## config.mk

```make
export PLATFORM = sky130hd
export DESIGN_NAME = v4alu_sqrt
export DESIGN_NICKNAME = d
export VERILOG_FILES = /design/src/sv/v4alu_pkg.sv /design/src/sv/v4alu_sqrt.sv
export SDC_FILE = /design/constraint.sdc
export NUM_CORES = 2
export LEC_CHECK = 0
export BUFFER_PORTS_ARGS = -buffer_cell sky130_fd_sc_hd__buf_2
export CAP_MARGIN = 20
export CORE_MARGIN = 5
export CORE_UTILIZATION = 30
export DETAILED_ROUTE_END_ITERATION = 8
export GPL_TIMING_DRIVEN = 0
export MAX_ROUTING_LAYER = met4
export PLACE_DENSITY = 0.51
export SYNTH_ARGS = -nofsm -noshare
export SYNTH_HDL_FRONTEND = slang
export SYNTH_MEMORY_MAX_BITS = 65536
export SYNTH_SLANG_ARGS = --single-unit
export TNS_END_PERCENT = 20
```

## constraint.sdc

```tcl
create_clock -name clk -period 4.9 [get_ports clk]
set_clock_uncertainty 0.2 [all_clocks]
set_input_delay 0.49 -clock clk [delete_from_list [all_inputs] [get_ports clk]]
set_output_delay 0.49 -clock clk [all_outputs]
set_load 0.1 [all_outputs]
```

## src/sv/v4alu_pkg.sv

```systemverilog
`default_nettype none
package v4alu_pkg;

  localparam int COMP_WIDTH_DEF = 32;
  localparam int FRAC_BITS_DEF  = 16;
  localparam int EPS_W          = 31;
  localparam int OP_W           = 4;
  localparam int LANES          = 4;

  localparam logic [EPS_W-1:0] EPS_RESET = 31'd66;

  typedef enum logic [OP_W-1:0] {
    OP_EQ       = 4'd0,
    OP_ADD      = 4'd1,
    OP_SUB      = 4'd2,
    OP_NEG      = 4'd3,
    OP_SCALE    = 4'd4,
    OP_HADAMARD = 4'd5,
    OP_DIV      = 4'd6,
    OP_MAG      = 4'd7,
    OP_NORM     = 4'd8,
    OP_DOT      = 4'd9,
    OP_CROSS    = 4'd10
  } op_t;

endpackage
`default_nettype wire

```

## src/sv/v4alu_sqrt.sv

```systemverilog
`default_nettype none
module v4alu_sqrt #(
  parameter int CW = v4alu_pkg::COMP_WIDTH_DEF
) (
  input  wire logic            clk,
  input  wire logic            adv,
  input  wire logic [2*CW-1:0] sq,
  output logic [CW-1:0]        root
);

  logic [CW+1:0]   rem_r  [CW];
  logic [CW-1:0]   root_r [CW];
  logic [2*CW-1:0] n_r    [CW];

  // one root bit per stage, two radicand bits consumed per stage
  for (genvar k = 0; k < CW; k++) begin : g_stage
    logic [CW+1:0]   rem_i, rem2, trial;
    logic [CW-1:0]   root_i;
    logic [2*CW-1:0] n_i;
    logic            take;
    if (k == 0) begin : g_first
      assign rem_i  = '0;
      assign root_i = '0;
      assign n_i    = sq;
    end else begin : g_next
      assign rem_i  = rem_r[k-1];
      assign root_i = root_r[k-1];
      assign n_i    = n_r[k-1];
    end
    assign rem2  = {rem_i[CW-1:0], n_i[2*CW-1:2*CW-2]};
    assign trial = {root_i, 2'b01};
    assign take  = rem2 >= trial;
    always_ff @(posedge clk) begin
      if (adv) begin
        rem_r[k]  <= take ? (rem2 - trial) : rem2;
        root_r[k] <= {root_i[CW-2:0], take};
        n_r[k]    <= n_i << 2;
      end
    end
  end

  assign root = root_r[CW-1];

endmodule
`default_nettype wire

```

# Word level (Yosys, flattened, before mapping)
# Memories as Yosys holds them, arrays and structs flattened.
# Cells that the tools add are included.
classes:
  n_mux: 34
  n_lt_le_gt_ge: 32
  addsub: 32
ops:
  columns: ["operator", "count"]
  rows:
  - ["2-to-1 mux 34 bit", 32]
  - ["greater-or-equal comparator 34 bit", 31]
  - ["subtractor 34 bit", 31]
  - ["subtractor 2 x 1 -> 3 bit (second input constant)", 1]
  - ["greater-or-equal comparator 2 x 1 -> 1 bit (second input constant)", 1]
  - ["2-to-1 mux 1 bit", 2]
word_totals:
  memories: 3
  out_inout_bits: 32
  inputBits: 66
  ff_bits: 0
  ramBits: 4096
memory_table:
  columns: ["name", "depth", "width", "rd", "rd_clocked_by_memory_dff", "wr", "line_no", "source"]
  rows:
  - ["n_r", 32, 62, 31, 0, 32, "v4alu_sqrt.sv:13", "logic [2*CW-1:0] n_r [CW];"]
  - ["rem_r", 32, 34, 31, 0, 32, "v4alu_sqrt.sv:11", "logic [CW+1:0] rem_r [CW];"]
  - ["root_r", 32, 32, 32, 0, 32, "v4alu_sqrt.sv:12", "logic [CW-1:0] root_r [CW];"]

# Depth between registers and ports, before layout
# An unclocked memory read counts as a cell.
logic_depth:
  word_depth: 3
  mapped_depth: 15
  depth_no_buf: 13

# Worst setup path after synthesis
# Ideal clock, no wire load.
synth_timing:
  kind: "reg-to-reg"
  start: "memory rem_r[1][408] in the netlist's numbering"
  end: "memory rem_r[1][446] in the netlist's numbering, data pin"
  arrival_time_ns: 3.215
  path_stages_with_launch: 12
  slack_ns: 1.225
  t_required_ns: 4.440
  period_less_slack_ns: 3.675
  path_cell_list: "edfxtp_1 > ha_1 > nor2b_4 > o31a_4 > o41a_4 > o41ai_4 > o41ai_2 > a311o_2 > and4_4 > nor3_4 > buf_6 > mux2_2"
synth_rtl:
  columns: ["element", "line_no"]
  rows:
  - ["from (decl)", "v4alu_sqrt.sv:11"]

==> flow_summary.yaml <==
final_layout:
  nNetsFinal: 9826
  drive_above_1_share_pct: 7.753
  final_area_sq_um: 131200
  syn_to_final_growth_pct: 15.43
  fin_util_pct: 34.70
yosys:
  avgSynthCellArea_sq_um: 13.04
  synth_nets: 9344
  synthMuxAreaShare_pct: 0.8124
  synth_cells: 8717
  synth-xor-area-share_pct: 6.026
  synth_ff_type: "edfxtp_1"
  yosys_warnings: 0
  ys_types: 99
  synth_top_family_by_area: "simple AND/OR/NAND/NOR gates"
  synth_edf_count: 2465
  synth_compound_area_share_pct: 9.380
  ys_seq_area_share_pct: 65.12
  synth_most_common_cell: "edfxtp_1"
  yosys.area_share.adder_pct: 6.175
  ys_ff_latch: 2465
  synth_area_sq_um: 113700
  synthTopCellsByArea: "edfxtp_1, ha_1, xor2_1"
  synth_common_cells: "edfxtp_1, inv_1, nand2_1, ha_1, o21ai_0"
  synthArstFlopShare_pct: 0
  synth_largest_area_cell: "edfxtp_1"
  synth-simple-area-share_pct: 9.613
  synth_top_area_share_pct: 65.12
timing:
  drv_slew: 0
  finalSetupViolCount: 0
  post-route-min-period_ns: 4.648
  finalHoldViolCount: 0
  rsz0062_at_grt: "false"
  tightest_slew_ns: 1.141
  fmax_mhz: 215.2
  period_share_pct: 94.85
  maxSlewHeadroom_pct: 23.45
die:
  row_count: 226
  start_util_pct: 30.06
  die_h_um: 625.5
  fp.dieW_um: 625.5
  core-area_sq_um: 378100
  dieArea_sq_um: 391300
  ios: 98
grt:
  grt_pass1_wl_mm: 388.5
  grt_pass1_vias: 68780
  antenna_found_initial: 2
  grt_overflow_total: 0
  track_usage_pct: 12.67
  grt_max_degree: 178
critical_path:
  path_max_fanout: 10
  path_class: "flop to flop"
  crit_path_start_kind: "flop"
  cp.required_ns: 5.27
  crit_chain: "ha_1, a21o_1, a21oi_1, o21bai_1, a311oi_1, a41oi_1, o21ai_1, inv_1, mux2_2"
  worstPathArrival_ns: 5.02
  end_kind: "flop"
  max_stage_delay_ns: 0.91
  crit_family: "compound AO/OA/AOI/OAI gates"
  cp_slowest_cell: "o21ai_1"
  crit_buf_inv: 1
drt:
  wl_met3_mm: 10.18
  first_pass_iters: 6
  vias_per_cell: 4.711
  route.detailed.drc: 0
  dr_wl_met2_mm: 122.5
  vias: 68060
  ant_nets: 0
  routed_wl_mm: 247.9
  first_iter_violations: 4580
  met1_length_mm: 106.6
  wl_per_cell_um: 17.16
  routed.top_layer: "met4"
placed_design:
  placed_cell_area_sq_um: 120900
  gp_congestion: 0.8963
  hpwl_mm: 177.3
  port-buffer-count: 97
power:
  p_leak_nw: 49.04
  ir_drop_uv: 266.9
  power_density_nw_per_um2: 478.4
clock_tree:
  cts_root_buf: "clkbuf_16"
  cts_tree: "yes"
  cts.clk_slew.worst_paths_ns: 0.06
  htreeDepth: 5
  clk_latency_ns: 0.89
  clock_sinks: 2465
  numCtsBuffers: 294
  ctsLongestPathBuffers: 4
hold_path:
  hp-class: "input pin to flop"
run:
  drv_cap: 0
outcome:
  status: "complete, no violations"
-- metal layers --
layer	vias up	global-route usage, %
met5	-	-
met3	505	1.988
met4	0	4.207
met2	1413	21.62
li1	33190	-
met1	32950	15.32
-- cell usage in the layout (no fill, tap or decap), drive strengths merged, types with 147 or more instances in the layout --
master / instances
edfxtp: 2465
inv: 711
nand2: 660
ha: 561
o21ai: 548
a21oi: 527
nor2: 500
clkbuf: 475
xor2: 404
xnor2: 378
a21o: 211
nor3: 210
buf: 147
-- state kept, by name, indices dropped and copies added, names as in the netlist --
register,count
root_r,528
rem_r,945
n_r,992
-- power breakdown --
group | switching, mW | internal, mW
Sequential | 1.76 | 26.8
Combinational | 7.61 | 5.17
Clock | 8.81 | 12.6
Total | 18.2 | 44.6
-- metrics by stage --
step	power, mW	hold WS [ns]	worst slack [ns]	instances	setup TNS, ns
6_report	62.76	0.1169	0.2522	14450	0
5_1_grt	66.40	0.04335	0.009066	14450	0
4_1_cts	63.85	0.004943	0.003731	14440	0
3_5_place_dp	41.75	0.2045	-1.341	13850	-320.64
3_3_place_gp	43.21	0.2007	-37.30	13830	-
2_1_floorplan	37.40	0.2003	1.225	8717	0
-- final timing paths --
kind | from | endpoint | slack [ns] | cells after the start
setup / recovery | rem_r[1][175]$_DFFE_PP_ | rem_r[1][226]$_DFFE_PP_ | 0.25 | 9
hold / removal | sq[60] | n_r[0][60]$_DFFE_PP_ | 0.12 | 2
setup reg to reg | rem_r[1][175]$_DFFE_PP_ | rem_r[1][226]$_DFFE_PP_ | 0.25 | 9
hold reg to reg | n_r[0][584]$_DFFE_PP_ | n_r[0][648]$_DFFE_PP_ | 0.17 | 0
-- timing repair --
action / CTS / global route
hold endpoints to repair: 181 / 0
gates cloned: 2 / 1
setup endpoints to repair: 197 / 186
resized for setup: 6 / 12
setup buffers: 0 / 0
hold buffers: 67 / 0
-- worst reg2reg max path: cells and delay by family, from the launching register on --
| kind | cells | cell delay [ns] |
|---|---|---|
| compound gates | 6 | 2.46 |
| mux | 1 | 0.39 |
| fa+ha+maj | 1 | 0.39 |
| buf+inv | 1 | 0.46 |
| flops | 1 | 0.46 |
-- kinds of logic after synthesis --
kind of cell / count (synthesis)
flip-flops: 2465
AND/OR/NAND/NOR: 2228
AO/OA/AOI/OAI: 1743
buffers and inverters: 855
XOR/XNOR: 782
adder cells (fa/ha/maj): 561
multiplexers: 82
other: 1
-- area by class of cell --
cell class,instances,area (sq um)
plain buffers,157,645.6
inverters,698,2620
diodes,2,5.005
clock inverters,179,1804
flip-flops and latches,2465,74020
well taps,5016,6276
clock buffers,347,7662
multi-input cells,5397,36430
fillers,36470,246900
repair buffers,186,1739
(Power assumes the default switching activity.)
