$ cat src/sv/v4alu_pkg.sv
`default_nettype none
package v4alu_pkg;

  localparam int COMP_WIDTH_DEF = 32;
  localparam int FRAC_BITS_DEF  = 16;
  localparam int EPS_W          = 31;
  localparam int OP_W           = 4;
  localparam int LANES          = 4;

  localparam logic [EPS_W-1:0] EPS_RESET = 31'd66;

  typedef enum logic [OP_W-1:0] {
    OP_EQ       = 4'd0,
    OP_ADD      = 4'd1,
    OP_SUB      = 4'd2,
    OP_NEG      = 4'd3,
    OP_SCALE    = 4'd4,
    OP_HADAMARD = 4'd5,
    OP_DIV      = 4'd6,
    OP_MAG      = 4'd7,
    OP_NORM     = 4'd8,
    OP_DOT      = 4'd9,
    OP_CROSS    = 4'd10
  } op_t;

endpackage
`default_nettype wire

$ cat src/sv/v4alu_merge.sv
`default_nettype none
module v4alu_merge #(
  parameter int CW = v4alu_pkg::COMP_WIDTH_DEF,
  parameter int FB = v4alu_pkg::FRAC_BITS_DEF
) (
  input  wire logic                  clk,
  input  wire logic                  adv,
  input  wire v4alu_pkg::op_t        op,
  input  wire logic signed [2*CW-1:0] p0 [v4alu_pkg::LANES],
  input  wire logic signed [2*CW-1:0] p1 [v4alu_pkg::LANES],
  input  wire logic signed [CW-1:0]   simple [v4alu_pkg::LANES],
  input  wire logic                   near [v4alu_pkg::LANES],
  output logic signed [CW-1:0]        r_r [v4alu_pkg::LANES],
  output logic signed [CW-1:0]        sc_r,
  output logic                        eq_r,
  output logic [2*CW-1:0]             sq_r
);
  import v4alu_pkg::*;

  localparam int WW = 2 * CW + 2;
  localparam logic [CW-1:0] SMAX = {1'b0, {(CW-1){1'b1}}};
  localparam logic [CW-1:0] SMIN = {1'b1, {(CW-1){1'b0}}};

  function automatic logic signed [CW-1:0] sat(input logic signed [WW-1:0] v);
    logic [WW-CW:0] hi;
    hi = v[WW-1:CW-1];
    if ((&hi) || !(|hi)) begin
      return v[CW-1:0];
    end
    return v[WW-1] ? SMIN : SMAX;
  endfunction

  logic signed [WW-1:0] e0 [LANES];
  logic signed [WW-1:0] e1 [LANES];
  logic signed [WW-1:0] msh [LANES];
  logic signed [WW-1:0] csh [LANES];
  logic signed [WW-1:0] dot_w, dot_sh;
  logic signed [CW-1:0] r_nxt [LANES];
  logic signed [CW-1:0] sc_nxt;
  logic eq_nxt;
  logic [2*CW-1:0] sq_nxt;

  always_comb begin
    dot_w = '0;
    for (int i = 0; i < LANES; i++) begin
      e0[i]  = $signed({{2{p0[i][2*CW-1]}}, p0[i]});
      e1[i]  = $signed({{2{p1[i][2*CW-1]}}, p1[i]});
      msh[i] = e0[i] >>> FB;
      csh[i] = (e0[i] - e1[i]) >>> FB;
      dot_w  = dot_w + e0[i];
    end
    dot_sh = dot_w >>> FB;
    for (int i = 0; i < LANES; i++) begin
      case (op)
        OP_ADD, OP_SUB, OP_NEG: r_nxt[i] = simple[i];
        OP_SCALE, OP_HADAMARD:  r_nxt[i] = sat(msh[i]);
        OP_CROSS:               r_nxt[i] = (i < 3) ? sat(csh[i]) : '0;
        default:                r_nxt[i] = '0;
      endcase
    end
    sc_nxt = (op == OP_DOT) ? sat(dot_sh) : '0;
    eq_nxt = (op == OP_EQ) && near[0] && near[1] && near[2] && near[3];
    // squares are nonnegative and three of them stay below 2^(2*CW)
    sq_nxt = $unsigned(p0[0]) + $unsigned(p0[1]) + $unsigned(p0[2]);
  end

  always_ff @(posedge clk) begin
    if (adv) begin
      r_r  <= r_nxt;
      sc_r <= sc_nxt;
      eq_r <= eq_nxt;
      sq_r <= sq_nxt;
    end
  end

endmodule
`default_nettype wire

$ cat config.mk
export PLATFORM = sky130hd
export DESIGN_NAME = v4alu_merge
export DESIGN_NICKNAME = d
export VERILOG_FILES = /design/src/sv/v4alu_pkg.sv /design/src/sv/v4alu_merge.sv
export SDC_FILE = /design/constraint.sdc
export NUM_CORES = 2
export LEC_CHECK = 0
export BUFFER_PORTS_ARGS = -buffer_cell sky130_fd_sc_hd__buf_2
export CORE_AREA = 3 3 337 339
export DETAILED_ROUTE_END_ITERATION = 10
export DIE_AREA = 0 0 340 342
export GPL_ROUTABILITY_DRIVEN = 0
export PLACE_DENSITY = 0.5
export REMOVE_ABC_BUFFERS = 1
export SYNTH_ARGS = -nofsm -noshare
export SYNTH_HDL_FRONTEND = slang
export SYNTH_SLANG_ARGS = --single-unit
$ cat constraint.sdc
create_clock -name clk -period 7.55 [get_ports clk]
set_clock_uncertainty 0.15 [all_clocks]
set_input_delay 1.1325 -clock clk [delete_from_list [all_inputs] [get_ports clk]]
set_output_delay 1.1325 -clock clk [all_outputs]
set_load 0.05 [all_outputs]
=== After elaboration in Yosys (flattened, before gate mapping) ===
Cells that the tools add are included.

* Register bits after elaboration: 225
* Input bits: 650
* Output and inout bits: 225
* Logic and storage cells: 104

* Add/sub/neg operators: 8
* Equality and inequality tests: 7
* Muxes and demuxes: 43
* Reduce and logical (&&, ||, !) cells: 39

{| class="wikitable"
|+ Operator list
! kind !! count
|-
| 2-to-1 mux 32 bit || 24
|-
| one-hot mux 32 bit (3 select lines) || 3
|-
| subtractor 64 x 64 -> 65 bit || 3
|-
| adder 64 bit || 2
|-
| AND reduction 19 bit || 4
|-
| OR reduction 19 bit || 4
|-
| AND reduction 17 bit || 4
|-
| OR reduction 17 bit || 4
|-
| adder 65 x 64 -> 66 bit || 1
|-
| adder 66 x 64 -> 66 bit || 1
|-
| adder 64 x 64 -> 65 bit || 1
|-
| one-hot mux 32 bit (2 select lines) || 1
|-
| 2-to-1 mux 1 bit || 15
|-
| equality test 4 x 2 -> 1 bit (second input constant) || 2
|-
| equality test 4 x 3 -> 1 bit (second input constant) || 2
|-
| equality test 4 bit (second input constant) || 2
|-
| logical NOT 1 bit || 8
|-
| logical OR 1 bit || 8
|-
| equality test 4 x 1 -> 1 bit (second input constant) || 1
|-
| logical AND 1 bit || 4
|-
| logical NOT 4 bit || 1
|-
| OR reduction 3 bit || 1
|-
| OR reduction 2 bit || 1
|}

=== Longest topological paths before layout ===
* Word-level depth: 8
* Depth in mapped cells: 20
* Gate-level depth less buffers: 19

=== Worst setup path before layout ===
OpenSTA, ideal clock, no wires.

* Path type: input port to flip-flop
* From: input port p0[10] (netlist name)
* To: register sc_r[21] (data pin)
* Setup time: 0.266 ns
* Data arrival time: 5.579 ns
* Data required time: 7.134 ns
* Setup slack: 1.555 ns
* Stages: 19
* Path buffers: 1
* Path through: inv_1 > fa_1 > inv_1 > fa_1 > ha_1 > nand2_1 > o41ai_1 > a221oi_1 > o31ai_2 > nor3b_2 > or3_1 > o2111ai_1 > a221o_1 > or4b_1 > and4bb_1 > nand4b_1 > o311ai_2 > buf_4 > o21ai_1

* Longest elaborated chain between the ends: 6
* Elaborated cells on any way between the ends: 9
* Those cells by class: add/sub: 1; mux: 4; reduce/logical: 4

{| class="wikitable"
|+ Ends and longest elaborated chain
! element !! RTL line !! RTL
|-
| start, declared || v4alu_merge.sv:9 || <nowiki>input wire logic signed [2*CW-1:0] p0 [v4alu_pkg::LANES],</nowiki>
|-
| adder 66 x 64 -> 66 bit * || v4alu_merge.sv:50 || <nowiki>dot_w = dot_w + e0[i];</nowiki>
|-
| OR reduction 19 bit || v4alu_merge.sv:27 || <nowiki>if ((&hi) || !(|hi)) begin</nowiki>
|-
| logical NOT 1 bit || v4alu_merge.sv:27 ||
|-
| logical OR 1 bit || v4alu_merge.sv:27 ||
|-
| 2-to-1 mux 1 bit || v4alu_merge.sv:27 ||
|-
| 2-to-1 mux 32 bit * || v4alu_merge.sv:30 || <nowiki>return v[WW-1] ? SMIN : SMAX;</nowiki>
|-
| end signal, assigned || v4alu_merge.sv:70 || <nowiki>sc_r <= sc_nxt;</nowiki>
|-
| end, declared || v4alu_merge.sv:14 || <nowiki>output logic signed [CW-1:0] sc_r,</nowiki>
|}

Mark *: on every way between the ends. The rest lies on a longest branch, timed or not. The select of a mux whose other input is x is not followed.
A chain may end at the register's enable or synchronous reset.

=== Worst setup path after layout ===
* From: input port p0[93] (netlist name)
* To: register sc_r[0] (data pin)

* Longest elaborated chain between the ends: 7
* Elaborated cells on any way between the ends: 9
* Those cells by class: add/sub: 2; mux: 3; reduce/logical: 4

{| class="wikitable"
|+ Ends and longest elaborated chain
! element !! RTL line
|-
| adder 65 x 64 -> 66 bit * || v4alu_merge.sv:50
|-
| adder 66 x 64 -> 66 bit * || v4alu_merge.sv:50
|-
| OR reduction 19 bit || v4alu_merge.sv:27
|-
| logical NOT 1 bit || v4alu_merge.sv:27
|-
| logical OR 1 bit || v4alu_merge.sv:27
|-
| 2-to-1 mux 1 bit || v4alu_merge.sv:27
|-
| 2-to-1 mux 32 bit * || v4alu_merge.sv:30
|}

Mark *: on every way between the ends. The rest lies on a longest branch, timed or not.

==> run_results.csv <==
group,metric,value,unit
cells_and_area,num-fill-cells,11900,
sta,fmax,153,MHz
worst_setup_path,critPathLaunchType,"input pin",
cells_and_area,regArea,6760,µm²
floorplan,pin_count,875,
clock_tree,hold_buffers,0,
placement,dpl-instance-area,39900,µm²
logic_synthesis,ys_ff_latch,225,
power,power_switching_share,49.2,%
worst_setup_path,crit_buf_inv,4,
sta,fin_crit_sh,86.6,%
hold_path,hold_path_class,"in2reg",
sta,relSlewSlack,17.8,%
worst_setup_path,cp_max_fo,31,
global_routing,grt_pass1_wl,245,mm
logic_synthesis,syn_area_per_cell,7.97,µm²
global_routing,gr-total-overflow,0,
power,p_per_area,210,nW/µm²
logic_synthesis,synth_top_area_share,19.8,%
sta,finalCriticalPeriod,6540,ps
cells_and_area,fin_nets,6171,
logic_synthesis,synthTopCellsByArea,"edfxtp_1 (20%), ha_1 (11%), fa_1 (11%), inv_1 (6.7%), a21oi_1 (5.5%)",
drt,num_vias,36600,
worst_setup_path,required,7750,ps
logic_synthesis,ys_async_sr_fraction,0,%
worst_setup_path,cp.arrival,6730,ps
worst_setup_path,end_kind,"flop",
clock_tree,cts_made_buffers,38,
worst_setup_path,crit_type,"in2reg",
floorplan,start_util,30.9,%
drt,first_iter_violations,3534,
worst_setup_path,max_stage_delay,510,ps
job,drv_cap,0,
sta,slew_violations,0,
global_routing,grt.total_usage,28.7,%
floorplan,die_y,342,µm
power,p_comb_share,58.9,%
logic_synthesis,syn_area,34200,µm²
clock_tree,clockBufferDepth,3,
clock_tree,cts.htree.levels,2,
floorplan,core.rowCount,122,
floorplan,core_area,111000,µm²
logic_synthesis,ys_dominant_reg_cell,"edfxtp_1",
outcome,status,"complete, no violations",
floorplan,dieArea,116000,µm²
clock_tree,cts-root-buf,"clkbuf_16",
sta,setup_viol,0,
power,irDropWorstVdd,0.165,mV
sta,finalWorstSetupSlack,1010,ps
drt,post_drt_wl_per_cell,26.6,µm
worst_setup_path,critPathTopFamily,"simple AND/OR/NAND/NOR gates",
logic_synthesis,synth_edf_count,225,
clock_tree,cts_resized,0,
placement,place.port_buffers,810,
power,internal_power,4390,µW
cells_and_area,multi_input_area,24500,µm²
drt,drc_errors,0,
drt,vias_per_cell,5.59,
clock_tree,clkSinkCount,225,
power,p_leak,0.0192,µW
power,p_clk_share,21.1,%
logic_synthesis,yosys.cell_count.top_type,"inv_1",
logic_synthesis,ys_warn_count,0,
global_routing,first_global_vias,35100,
logic_synthesis,ys_seq_area_share,19.8,%
clock_tree,tritoncts,"built",
placement,pre_cts_slack,500,ps
sta,rsz0062_at_grt,"no",
cells_and_area,drive_above_1_share,19.3,%
clock_tree,post_cts_buffers,0,
cells_and_area,fin_area,41200,µm²
logic_synthesis,netlist_instances,4291,
logic_synthesis,synth_common_cells,"inv_1 (607), a21oi_1 (376), nand2_1 (360), o21ai_0 (316), ha_1 (314)",
logic_synthesis,synth_cell_types,94,
cells_and_area,area_growth,20.5,%
global_routing,antenna_found_initial,56,
drt,ant_nets,0,
sta,worstMarginPinSlew,1220,ps
power,p_sw,4240,µW
power,seqPwrFrac,20.0,%
worst_setup_path,cp_slowest_cell,"fa_1",
worst_setup_path,path_cells,"buf_2, inv_1, fa_1, fa_1, inv_1, ha_1, nand4_1, nor3_1, nand2_1, o211ai_1, o21ai_1, and2b_1, xnor2_1, a221o_1, or4b_1, and4bb_1, nand4b_1, o311ai_4, buf_12, o21ai_0",
placement,dp_hpwl,149,mm
sta,whs,635,ps
logic_synthesis,synth_top_area_cell,"edfxtp_1",
drt,wl,175,mm
floorplan,die_w,340,µm
drt,firstDrtPassIters,6,
sta,hold_viol,0,
sta,finalSetupTns,0,ps
clock_tree,clk_pin_slew_worst_paths,60,ps
global_routing,grt_max_degree,126,
power groups by stage:
stage	clock, µW	sequential [µW]	combinational, µW
6_report	1820	1720	5090
5_1_grt	1910	1740	5500
4_1_cts	1870	1720	5040
3_5_place_dp	0	1740	5010
3_3_place_gp	0	1740	5000
2_1_floorplan	0	2370	2750
through the flow:
step | power, µW | std cells | utilization (%)
5_1_grt | 9140 | 6535 | 37.2
6_report | 8630 | 6553 | 37.2
2_1_floorplan | 5130 | 4109 | -
4_1_cts | 8630 | 6529 | 37.2
3_5_place_dp | 6750 | 6463 | 36.1
3_3_place_gp | 6750 | 6463 | 36.1
layout make-up:
class	count	area share (%)
inverters	607	5.53
diodes	24	0.146
clock buffers	43	2.35
flip-flops and latches	225	16.4
multi-input cells	3277	59.5
clock inverters	23	0.623
well taps	1488	4.52
repair buffers	866	10.9
logic make-up (layout without fill, tap and decap cells):
group	count (synthesis)	count (layout)	share of synthesized area [%]
simple gates	1132	1132	16.4
buf+inv	789	1539	8.87
compound gates	1403	1403	26.1
fa+ha+maj	506	506	22.7
other cells	0	24	0
flops	225	225	19.8
xor+xnor	223	223	5.71
mux	13	13	0.388
final timing paths:
kind,start,to,slack (ps),cells past startpoint
worst max-delay path,p0[93],sc_r[0],1010,20
worst min-delay path,simple[31],r_r[31],640,2
sequential cells by signal, summed over array words and instances (netlist names):
name / cells
r_r: 128
sq_r: 64
sc_r: 32
eq_r: 1
placed cells by master (no fill, tap or decap), types with 12 or more instances in the layout:
| cell type | n |
|---|---|
| edfxtp_1 | 225 |
| nor2b_1 | 37 |
| buf_4 | 54 |
| nor3b_1 | 12 |
| xnor2_1 | 140 |
| o21bai_1 | 58 |
| nand2b_1 | 25 |
| a21oi_1 | 373 |
| diode_2 | 24 |
| a21o_1 | 143 |
| a221oi_1 | 41 |
| o211ai_1 | 28 |
| a211o_1 | 12 |
| and4_1 | 18 |
| a21boi_0 | 18 |
| nor2_1 | 229 |
| a31oi_1 | 34 |
| xor2_1 | 83 |
| o21ai_0 | 316 |
| and2_1 | 25 |
| inv_1 | 607 |
| or2_2 | 13 |
| o31ai_1 | 17 |
| clkbuf_16 | 38 |
| o21a_1 | 55 |
| o2111ai_1 | 64 |
| or4_1 | 12 |
| nand3_1 | 70 |
| ha_1 | 314 |
| o21ai_1 | 74 |
| and3_1 | 51 |
| nand4_1 | 121 |
| nor3_1 | 70 |
| nor4_1 | 38 |
| buf_2 | 809 |
| a211oi_1 | 39 |
| or3_1 | 13 |
| nand2_1 | 360 |
| fa_1 | 192 |
routing by layer:
layer / track usage (%) / part of all wire, % / vias to the layer above
li1: - / - / 16900
met2: 47.7 / 46 / 1712
met5: 0 / 0.099 / -
met3: 6.75 / 8.7 / 304
met1: 36.3 / 41 / 17700
met4: 10.5 / 4.2 / 26
Note: power is estimated with default switching activity, not from simulation.
